==> src/design/sparse_matrix_transpose_unit_defines.svh <==
// Assertion helpers for the sparse matrix transpose unit.
// Both expect signals named clock and reset in the using scope.
`ifndef SPARSE_MATRIX_TRANSPOSE_UNIT_DEFINES_SVH
`define SPARSE_MATRIX_TRANSPOSE_UNIT_DEFINES_SVH

// Same-cycle implication.
`define SMTU_ASSERT_NOW(label, ante, cons, msg) \
label: assert property (@(posedge clock) disable iff (reset) (ante) |-> (cons)) \
   else $error(msg);

// Next-cycle implication.
`define SMTU_ASSERT_NEXT(label, ante, cons, msg) \
label: assert property (@(posedge clock) disable iff (reset) (ante) |=> (cons)) \
   else $error(msg);

`endif

==> src/design/smtu_pkg.sv <==
`timescale 1ns / 1ps

package smtu_pkg;

   localparam int MAX_TERMS     = 64;
   localparam int TERM_IDX_BITS = $clog2(MAX_TERMS);
   localparam int TERM_CNT_BITS = TERM_IDX_BITS + 1;
   localparam int MAX_DIM       = 256;
   localparam int COL_BITS      = $clog2(MAX_DIM);
   localparam int CFG_BITS      = 9;
   localparam int VALUE_BITS    = 32;
   localparam int CNT_BITS      = 7;

   localparam logic [CFG_BITS-1:0] NUM_COLS_RESET = CFG_BITS'(256);

   typedef enum logic [2:0] {
      ST_IDLE,
      ST_INC,
      ST_PREFIX,
      ST_LOOK,
      ST_WRITE,
      ST_EMIT
   } st_type;

   // One stored triplet; also the layout of a transposed slot.
   typedef struct packed {
      logic [COL_BITS-1:0]          row;
      logic [COL_BITS-1:0]          col;
      logic signed [VALUE_BITS-1:0] value;
   } term_type;

   // Control word into the column count memory.
   typedef struct packed {
      logic [COL_BITS-1:0] rd_addr;
      logic                wr_en;
      logic [COL_BITS-1:0] wr_addr;
      logic [CNT_BITS-1:0] wr_data;
      logic                clear;
   } cnt_req_type;

endpackage

==> src/design/smtu_cnt_mem.sv <==
`timescale 1ns / 1ps

module smtu_cnt_mem
   import smtu_pkg::*;
(
   input  logic                clock,
   input  logic                reset,
   input  cnt_req_type         req,
   output logic [CNT_BITS-1:0] rd_data
);

   logic [CNT_BITS-1:0] mem_ff [MAX_DIM];
   logic [MAX_DIM-1:0]  valid_ff;
   logic [CNT_BITS-1:0] rd_data_ff;

   always_ff @(posedge clock) begin
      if (req.wr_en) begin
         mem_ff[req.wr_addr] <= req.wr_data;
      end
      rd_data_ff <= valid_ff[req.rd_addr] ? mem_ff[req.rd_addr] : '0;
   end

   // invalid entry reads as zero count
   always_ff @(posedge clock) begin
      if (reset || req.clear) begin
         valid_ff <= '0;
      end else if (req.wr_en) begin
         valid_ff[req.wr_addr] <= 1'b1;
      end
   end

   assign rd_data = rd_data_ff;

endmodule

==> config.mk <==
export PLATFORM = sky130hd
export DESIGN_NAME = smtu_cnt_mem
export DESIGN_NICKNAME = d
export VERILOG_FILES = /design/src/design/sparse_matrix_transpose_unit_defines.svh /design/src/design/smtu_pkg.sv /design/src/design/smtu_cnt_mem.sv
export SDC_FILE = /design/constraint.sdc
export NUM_CORES = 2
export LEC_CHECK = 0
export BUFFER_PORTS_ARGS = -buffer_cell sky130_fd_sc_hd__buf_2
export CAP_MARGIN = 20
export CELL_PAD_IN_SITES_DETAIL_PLACEMENT = 0
export CELL_PAD_IN_SITES_GLOBAL_PLACEMENT = 1
export CORE_AREA = 2 2 452 454
export DETAILED_ROUTE_END_ITERATION = 16
export DIE_AREA = 0 0 454 456
export GPL_ROUTABILITY_DRIVEN = 0
export PLACE_DENSITY = 0.56
export SYNTH_ARGS = -nofsm -noshare
export SYNTH_HDL_FRONTEND = slang
export SYNTH_SLANG_ARGS = --single-unit
==> constraint.sdc <==
create_clock -name clock -period 2.95 [get_ports clock]
set_input_delay 0.1475 -clock clock [delete_from_list [all_inputs] [get_ports clock]]
set_output_delay 0.1475 -clock clock [all_outputs]
set_load 0.05 [all_outputs]
==> results.py <==
metrics = {
    "yosys": {
        "synthArstFlopShare": 0,
        "synthFlopType": "edfxtp_1",
        "synthMuxAreaShare": 0.145,
        "syn_avg_cell_area_um2": 17.5,
        "synth_seq_cells": 2055,
        "netlist-cell-type-count": 65,
        "yosysWarnings": 0,
        "synth_top_family_by_area": "multiplexers",
        "synthesis.area_um2": 80600,
        "synthesis.nets": 4623,
        "synthAdderAreaFrac": 0,
        "synth-xor-area-share": 0,
        "synth-compound-area-share": 0.0459,
        "yosysSeqAreaShare": 0.733,
        "synthSimpleGateAreaFrac": 0.0508,
        "synth_edf_count": 1792,
        "syn_inst": 4596,
    },
    "routing": {
        "drt_iter0_drc": 4284,
        "dr.pass1.iters": 5,
        "vias": 45000,
        "drc": 0,
        "vias_per_cell": 5.55,
        "ant_nets": 0,
        "totalWireLength_um": 236000,
        "wl_per_cell_um": 29.1,
    },
    "cells_and_area": {
        "fin_nets": 5268,
        "n_fill_cell": 17100,
        "design_area_um2": 95300,
        "multi_input_area_um2": 19500,
        "drive_gt1_frac": 0.248,
        "syn_to_final_growth_pct": 18.2,
        "fin_cells": 8104,
        "regArea_um2": 59100,
    },
    "global_routing": {
        "grt.overflow.total": 0,
        "grt_pass1_wl_um": 337000,
        "grt.total_usage": 0.227,
        "antenna_found_initial": 7,
        "grt_pass1_vias": 44400,
        "grt_max_degree": 142,
    },
    "setup_path": {
        "worst_setup_path_end_kind": "flip-flop",
        "crit_type": "flip-flop to flip-flop",
        "ff2ff_path_depth": 9,
        "worstSetupStartpointType": "flip-flop",
        "cp.required_ns": 3.69,
        "critPathArrivalTime_ns": 3.43,
        "r2r_start": "mem_ff[7][6]$_DFFE_PP_",
        "r2r_end": "rd_data[6]$_SDFF_PN0_",
        "regToRegSetupSlack_ns": 0.26,
        "cp_max_fo": 1,
        "crit_path_start": "mem_ff[7][6]$_DFFE_PP_",
    },
    "timing": {
        "fmax_ghz": 0.371,
        "maxSlewViolCount": 0,
        "setup-violations-final": 0,
        "rsz0062_at_grt": "no",
        "min_period_ns": 2.69,
        "hold_viol": 0,
        "worstMarginPinSlew_ns": 1.15,
        "fin_crit_sh": 0.913,
        "slew_headroom": 0.228,
        "fin_skew_ns": 0.0242,
    },
    "clocking": {
        "post_cts_resized": 0,
        "cts_buffer_depth": 3,
        "clkLatencyLatePin_ns": 0.87,
        "cts_tree": "done",
        "root_buffer": "clkbuf_16",
        "cts_sinks": 2055,
        "path_clk_slew_ns": 0.06,
        "h-tree-depth": 4,
        "cts_inserted_buffers": 214,
    },
    "placement": {
        "dp.cells": 7683,
        "placed_area_um2": 88200,
        "portBuffers": 33,
        "dp_hpwl_um": 157000,
    },
    "power_and_ir_drop": {
        "seq_power_share": 0.512,
        "p_leak_uw": 0.0321,
        "power.share.switching": 0.221,
        "ir_worst_vdd_mv": 0.634,
        "power.density_nw_per_um2": 649,
        "p_switching_uw": 13700,
        "pwr-share-comb": 0.058,
        "clkPwrFrac": 0.430,
        "internal-power_uw": 48200,
    },
    "die": {
        "pin_count": 34,
        "fp.coreArea_um2": 202000,
        "fp-row-count": 165,
        "start_util": 0.400,
        "die_area_um2": 207000,
        "dieWidth_um": 454,
        "die_y_um": 456,
    },
    "min_path": {
        "min_from": "req[14]",
        "min_to": "mem_ff[215][4]$_DFFE_PP_",
        "hold_class": "primary input to flip-flop",
        "whs_path_depth": 4,
    },
    "status": {
        "outcome": "complete, no violations",
    },
    "job": {
        "drv_cap": 0,
    },
}
-- worst max path at each step --
| stage | endpoint | slack (ns) |
|---|---|---|
| floorplan | rd_data[2]$_SDFF_PN0_ | 0.69 |
| global placement | rd_data[2]$_SDFF_PN0_ | -0.55 |
| detailed placement | rd_data[3]$_SDFF_PN0_ | -0.55 |
| CTS | rd_data[6]$_SDFF_PN0_ | 0.19 |
| global route | rd_data[3]$_SDFF_PN0_ | 0.17 |
| finish | rd_data[6]$_SDFF_PN0_ | 0.26 |
-- power by group through the flow --
stage,Clock [uW],Sequential [uW],Combinational [uW]
3_3_place_gp,0,32300,3570
2_1_floorplan,0,32300,1700
6_report,26600,31700,3580
5_1_grt,28300,31700,3770
4_1_cts,27100,31700,3620
3_5_place_dp,0,32300,3590
-- synth_stat cells, types with 25 or more instances --
master | count | area, um^2
dfxtp_1 | 263 | 5270
mux4_1 | 51 | 1340
o22ai_1 | 109 | 682
buf_2 | 37 | 185
mux4_2 | 272 | 6130
edfxtp_1 | 1792 | 53800
nor2_1 | 751 | 2820
nand2_1 | 58 | 218
buf_4 | 26 | 195
mux2i_1 | 401 | 4010
nor3_1 | 80 | 400
nand4_1 | 25 | 156
clkbuf_1 | 130 | 488
o21ba_2 | 29 | 290
buf_6 | 28 | 315
o221ai_1 | 157 | 1380
a21oi_1 | 115 | 576
nand3_1 | 36 | 180
-- final cells by class --
cell class              instances  share of cell area
diodes                          1           0.0000263
repair buffers                719              0.0666
multi-input cells            2243               0.205
well taps                    2672              0.0351
clock inverters                85             0.00885
flip-flops and latches       2055               0.620
clock buffers                 321              0.0642
inverters                       8            0.000368
-- critical path, cell delays in order, from the launching register on --
cell	delay [ns]
edfxtp_1	0.37
mux4_2	0.48
a21oi_1	0.18
a311oi_1	0.08
buf_4	0.15
nor4_1	0.59
buf_4	0.25
a2111oi_1	0.09
buf_4	0.21
o21a_1	0.18
-- metrics by stage --
stage / setup slack [ns] / hold slack, ns / power, uW / util / TNS, ns
global route: 0.174 / 0.0830 / 63700 / 0.472 / 0
floorplan: 0.691 / 0.246 / 34000 / - / 0
CTS: 0.189 / 0.0266 / 62400 / 0.472 / 0
global placement: -0.545 / 0.441 / 35900 / 0.437 / -3.18
detailed placement: -0.549 / 0.452 / 35900 / 0.437 / -2.98
finish: 0.257 / 0.0964 / 61900 / 0.472 / 0
-- cells by family (layout without fill, tap and decap cells) --
family | after synthesis | count (layout)
flip-flops | 2055 | 2055
AND/OR/NAND/NOR | 996 | 996
multiplexers | 737 | 737
AO/OA/AOI/OAI | 510 | 510
buffers and inverters | 298 | 1133
other | 0 | 1
-- timing repair --
item | 4_1_cts | 5_1_grt
hold buffers | 14 | 0
buffers inserted | 0 | 0
endpoints found under the hold margin | 935 | 0
-- layout by cell type, fill, tap and decap left out, types with 23 or more instances in the layout --
cell type and count:
a21oi_1 115, buf_12 71, buf_4 601, clkbuf_1 73
clkbuf_16 216, clkbuf_8 32, clkinv_1 26, clkinv_2 34
dfxtp_1 263, edfxtp_1 1792, mux2i_1 401, mux4_1 51
mux4_2 272, nand2_1 58, nand3_1 36, nand4_1 25
nor2_1 751, nor3_1 80, o21ai_0 23, o21ba_2 29
o221ai_1 157, o22ai_1 109
-- sequential cells by signal, indices dropped and copies added, names as in the netlist --
| register | flops |
|---|---|
| valid_ff | 256 |
| rd_data | 7 |
| mem_ff | 1792 |
-- routing by layer --
layer | wire length (um) | global-route usage
met1 | 107000 | 0.331
met2 | 112000 | 0.361
met3 | 11900 | 0.0305
met4 | 5030 | 0.0550
met5 | 0 | 0
(Power assumes the default switching activity.)
