**src/design/sparse_matrix_transpose_unit_defines.svh**
```systemverilog
// Assertion helpers for the sparse matrix transpose unit.
// Both expect signals named clock and reset in the using scope.
`ifndef SPARSE_MATRIX_TRANSPOSE_UNIT_DEFINES_SVH
`define SPARSE_MATRIX_TRANSPOSE_UNIT_DEFINES_SVH

// Same-cycle implication.
`define SMTU_ASSERT_NOW(label, ante, cons, msg) \
label: assert property (@(posedge clock) disable iff (reset) (ante) |-> (cons)) \
   else $error(msg);

// Next-cycle implication.
`define SMTU_ASSERT_NEXT(label, ante, cons, msg) \
label: assert property (@(posedge clock) disable iff (reset) (ante) |=> (cons)) \
   else $error(msg);

`endif

```
**src/design/smtu_ram.sv**
```systemverilog
`timescale 1ns / 1ps

module smtu_ram #(
   parameter int  WIDTH = 48,
   parameter int  DEPTH = 64,
   localparam int AW    = $clog2(DEPTH)
) (
   input  logic             clock,
   input  logic             wr_en,
   input  logic [AW-1:0]    wr_addr,
   input  logic [WIDTH-1:0] wr_data,
   input  logic [AW-1:0]    rd_addr,
   output logic [WIDTH-1:0] rd_data
);

   logic [WIDTH-1:0] mem_ff [DEPTH];
   logic [WIDTH-1:0] rd_data_ff;

   always_ff @(posedge clock) begin
      if (wr_en) begin
         mem_ff[wr_addr] <= wr_data;
      end
      rd_data_ff <= mem_ff[rd_addr];
   end

   assign rd_data = rd_data_ff;

endmodule

```
**config.mk**
```make
export PLATFORM = sky130hd
export DESIGN_NAME = smtu_ram
export DESIGN_NICKNAME = d
export VERILOG_FILES = /design/src/design/sparse_matrix_transpose_unit_defines.svh /design/src/design/smtu_ram.sv
export SDC_FILE = /design/constraint.sdc
export NUM_CORES = 2
export LEC_CHECK = 0
export BUFFER_PORTS_ARGS = -buffer_cell sky130_fd_sc_hd__buf_2
export CAP_MARGIN = 20
export CORE_MARGIN = 2
export CORE_UTILIZATION = 40
export DETAILED_ROUTE_END_ITERATION = 12
export GPL_ROUTABILITY_DRIVEN = 1
export GPL_TIMING_DRIVEN = 0
export PLACE_DENSITY = 0.64
export SLEW_MARGIN = 10
export SYNTH_ARGS = -nofsm -noshare
export SYNTH_HDL_FRONTEND = slang
export SYNTH_SLANG_ARGS = --single-unit
export TNS_END_PERCENT = 50
```
**constraint.sdc**
```tcl
create_clock -name clock -period 7.9 [get_ports clock]
set_input_delay 2.37 -clock clock [delete_from_list [all_inputs] [get_ports clock]]
set_output_delay 2.37 -clock clock [all_outputs]
set_load 0.01 [all_outputs]
```
==> summary.md <==
| Metric | Value |
|---|---|
| Post-route minimum period | `between 5000 and 6000 ps` |
| Total of cells resized after clock tree synthesis | `0` |
| Async S/R FF share, synth | `0%` |
| Maximum clock insertion buffer count | `4` |
| Synthesis-to-finish area growth | `16.71%` |
| Switching component of the power | `approximately 7.5 mW` |
| Delay contributed by the slowest stage of the critical path | `820 ps` |
| Top Family by Delay on Critical Path | `simple AND/OR/NAND/NOR gates` |
| Placed instance count | `9148` |
| Initial Utilization | `40.23%` |
| Vias in the first global route | `~58000` |
| Final Hold Violating Endpoints | `0` |
| Leading cell type by number of instances after synthesis | `sky130_fd_sc_hd__edfxtp_1` |
| Crit Reg-Reg Startpoint | `mem_ff[45][10]` |
| Wire per inst | `34.56 um` |
| Latest clock arrival within the worst-skew pair | `870 ps` |
| Comb pwr share | `under 10%` |
| Share of cell area taken by muxes after synthesis | `15.15%` |
| Clock tree skew after final layout | `45.52 ps` |
| Post-detail-place hpwl | `223.5 mm` |
| Maximum resistive drop on vdd | `roughly 0.00017 V` |
| Slew @ Worst Pin | `1244 ps` |
| Data arrival, critical path | `around 6300 ps` |
| Total grt overflow | `0` |
| Clock tree root driver cell | `sky130_fd_sc_hd__clkbuf_16` |
| Final total power | `34.37 mW` |
| Via count normalized by instance count | `6.066` |
| Count of max-cap constraint violations | `0` |
| Worst setup path end | `rd_data[34]` |
| Initial DRC Count | `9520` |
| Layout cells sized above 1 | `29.75%` |
| Proportion of synthesized chip area in sequential cells | `79.59%` |
| Top post-synthesis cells by area | `sky130_fd_sc_hd__edfxtp_1, sky130_fd_sc_hd__mux4_2, sky130_fd_sc_hd__dfxtp_1` |
| Distinct cell type count after synthesis | `36` |
| Die Y-Extent | `545.1 um` |
| Die outline width | `545.1 um` |
| Rel. slew slack | `17.08%` |
| Cell type contributing the most total cell area after synthesis | `sky130_fd_sc_hd__edfxtp_1` |
| Overall routed net length | `336.2 mm` |
| Simple-gate portion of the synthesized area | `0.9572%` |
| Placeable core area | `0.2911 mm^2` |
| Final cell count without fillers | `9729` |
| Run status | `completed` |
| Global-route wire length before repair | `462.7 mm` |
| Internal portion of total power | `roughly 27 mW` |
| Fraction of the mapped netlist area in compound gates | `3.024%` |
| Clock slew at reported path FFs | `60 ps` |
| Register-to-register setup slack | `5410 ps` |
| Yosys reg bits | `3120` |
| Seq pwr share | `53.4%` |
| Net count after synthesis | `5032` |
| Kind of critical path | `in -> reg` |
| Via count | `between 50000 and 60000` |
| Cell leakage power | `42.35 nW` |
| Largest fanout on the critical path | `10` |
| Number of instances in the synthesized netlist | `4970` |
| Critical path endpoint category | `register` |
| Aggregate global-route resource usage | `between 20% and 30%` |
| CTS buffer count | `around 310` |
| Initial antenna violation count | `30` |
| Ys flop type | `sky130_fd_sc_hd__edfxtp_1` |
| Net switching fraction of the power | `21.72%` |
| Maximum achievable frequency | `175.7 MHz` |
| Share of the synthesized area in the top cell type | `78.77%` |
| Synthesized-area fraction occupied by xor and xnor cells | `0%` |
| Count of buffers added by post-CTS timing repair for setup | `0` |
| Area of the mapped netlist | `0.1171 mm^2` |
| Depth of the worst register-to-register path | `5` |
| Ordered list of cells on the worst path | `buf_2, buf_4, buf_4, buf_2, nand3b_1, o221ai_1, a21oi_1, nor2_1, a221oi_1` |
| Number of synthesized flops with an enable pin | `3072` |
| Row count | `198` |
| Crit path launch | `rd_addr[1]` |
| Hold Worst Slack | `~900 ps` |
| Number of buffers inserted by hold repair at cts | `0` |
| Die Area | `0.2971 mm^2` |
| Utilization after layout | `46.96%` |
| Post-synthesis average cell area | `approximately 24 um^2` |
| CP Buf/Inv Count | `4` |
| RSZ-0062 raised after global routing | `false` |
| Synth top cells by count | `sky130_fd_sc_hd__edfxtp_1, sky130_fd_sc_hd__mux4_2, sky130_fd_sc_hd__nor2_1` |
| Worst path depth | `9` |
| Final weighted congestion of routability-driven global placement | `0.8067` |
| Htree depth | `5` |
| Count of buffers inserted at the top-level ports | `101` |
| Slew Limit Fails | `0` |
| Clk sinks | `roughly 3100` |
| Warnings from Yosys | `0` |
| Fraction of the mapped netlist area in adder cells | `0%` |
| Hold Crit Class | `reg -> reg` |
| Critical path's slowest cell | `sky130_fd_sc_hd__nand3b_1` |
| Boundary Pins | `110` |
| Fin nets | `5650` |
| Clock power share | `between 40 and 50%` |
| Antenna-violating nets left | `0` |
| Maximum number of pins on one net before global-route repair | `65` |
| Final clock period utilization by the worst path | `72.05%` |
| CTS tree | `yes` |
| Crit Reg-Reg Endpoint | `rd_data[10]` |
| Worst EP required | `8490 ps` |
| Hold depth | `5` |
| Router iterations before antenna repair | `6` |
| Final setup viols | `0` |
| Largest family of logic cells by synthesized area | `multiplexers` |
| Power density of the placed cells | `251.5 mW/mm^2` |
| Startpoint kind of the worst setup timing path | `input port` |
| Remaining design rule violation count | `0` |
final cells by class:
type,count,area (um^2)
antenna,3,7.507
tap,3900,4880
clock inverter,147,1054
fill,23356,154400
sequential,3120,93210
multi-input combinational,1568,22890
timing repair buffer,304,4657
buffer,282,1503
clock buffer,405,8491
routing by layer:
metal	vias to the layer above	wire length, um	share of wire (%)	global-route usage (%)
li1	22789	-	-	-
met2	3833	156200	46	34.46
met1	31751	130600	39	31.47
met3	625	36420	11	4.429
met4	16	12900	3.8	7.505
met5	-	91	0.027	0
sequential cells by signal, indices dropped and copies added, names as in the netlist:
| signal | flops |
|---|---|
| mem_ff | 3072 |
| rd_data | 48 |
tightest hold or removal path: stages, from the launching register on:
cell	delay, ps
sky130_fd_sc_hd__edfxtp_1	320
sky130_fd_sc_hd__mux4_2	220
sky130_fd_sc_hd__a22oi_1	50
sky130_fd_sc_hd__nand2_1	60
sky130_fd_sc_hd__o22ai_1	80
sky130_fd_sc_hd__nor2_1	160
power groups by stage:
| stage | combinational, mW | sequential (mW) | clock, mW |
|---|---|---|---|
| 6_report | 1.87 | 18.4 | 14.1 |
| 3_3_place_gp | 1.75 | 18.7 | 0 |
| 4_1_cts | 1.83 | 18.4 | 14.3 |
| 5_1_grt | 1.94 | 18.4 | 14.9 |
| 2_1_floorplan | 0.875 | 18.7 | 0 |
| 3_5_place_dp | 1.83 | 18.7 | 0 |
kinds of logic (layout without fill, tap and decap cells):
kind of cell | count (synthesis) | count (layout)
AOI/OAI and AO/OA | 486 | 486
buffers and inverters | 282 | 1138
DFF | 3120 | 3120
muxes | 829 | 829
other | 0 | 3
and+or+nand+nor | 253 | 253
worst min path at each step:
stage                             end  slack (ps)           start
after floorplan           rd_data[13]         710  mem_ff[58][13]
after global placement     rd_data[5]         930   mem_ff[32][5]
after detailed placement   rd_data[5]         920   mem_ff[35][5]
after CTS                  rd_data[5]         920   mem_ff[35][5]
after global routing       rd_data[5]         970   mem_ff[35][5]
final                      rd_data[5]         920   mem_ff[35][5]
cell usage in the layout (no fill, tap or decap), types with 4 or more instances in the layout:
cell / n
sky130_fd_sc_hd__a211oi_1: 32
sky130_fd_sc_hd__a21oi_1: 74
sky130_fd_sc_hd__a221oi_1: 83
sky130_fd_sc_hd__a22o_1: 57
sky130_fd_sc_hd__a22oi_1: 72
sky130_fd_sc_hd__a311oi_1: 11
sky130_fd_sc_hd__a31o_2: 5
sky130_fd_sc_hd__buf_1: 12
sky130_fd_sc_hd__buf_12: 139
sky130_fd_sc_hd__buf_16: 40
sky130_fd_sc_hd__buf_2: 188
sky130_fd_sc_hd__buf_4: 85
sky130_fd_sc_hd__buf_6: 17
sky130_fd_sc_hd__buf_8: 5
sky130_fd_sc_hd__bufinv_16: 11
sky130_fd_sc_hd__clkbuf_1: 166
sky130_fd_sc_hd__clkbuf_16: 323
sky130_fd_sc_hd__clkbuf_2: 5
sky130_fd_sc_hd__clkbuf_8: 10
sky130_fd_sc_hd__clkinv_1: 69
sky130_fd_sc_hd__clkinv_2: 39
sky130_fd_sc_hd__clkinv_4: 5
sky130_fd_sc_hd__clkinvlp_4: 10
sky130_fd_sc_hd__dfxtp_1: 48
sky130_fd_sc_hd__edfxtp_1: 3072
sky130_fd_sc_hd__inv_6: 8
sky130_fd_sc_hd__mux2_2: 12
sky130_fd_sc_hd__mux2i_1: 63
sky130_fd_sc_hd__mux4_2: 754
sky130_fd_sc_hd__nand2_1: 55
sky130_fd_sc_hd__nand2b_1: 10
sky130_fd_sc_hd__nand3_1: 7
sky130_fd_sc_hd__nand3b_1: 5
sky130_fd_sc_hd__nor2_1: 70
sky130_fd_sc_hd__nor2_4: 62
sky130_fd_sc_hd__nor2b_1: 24
sky130_fd_sc_hd__o221ai_1: 28
sky130_fd_sc_hd__o22ai_1: 122
sky130_fd_sc_hd__or3b_2: 4
stage by stage:
step           area [um^2]  setup slack (ps)  setup TNS [ps]
2_1_floorplan       117100              1245               0
3_3_place_gp        122500             -3874        -2819530
3_5_place_dp        126600              1240               0
4_1_cts             136200              2219               0
5_1_grt             136700              2214               0
6_report            136700              2208               0
Note: power is estimated with default switching activity, not from simulation.
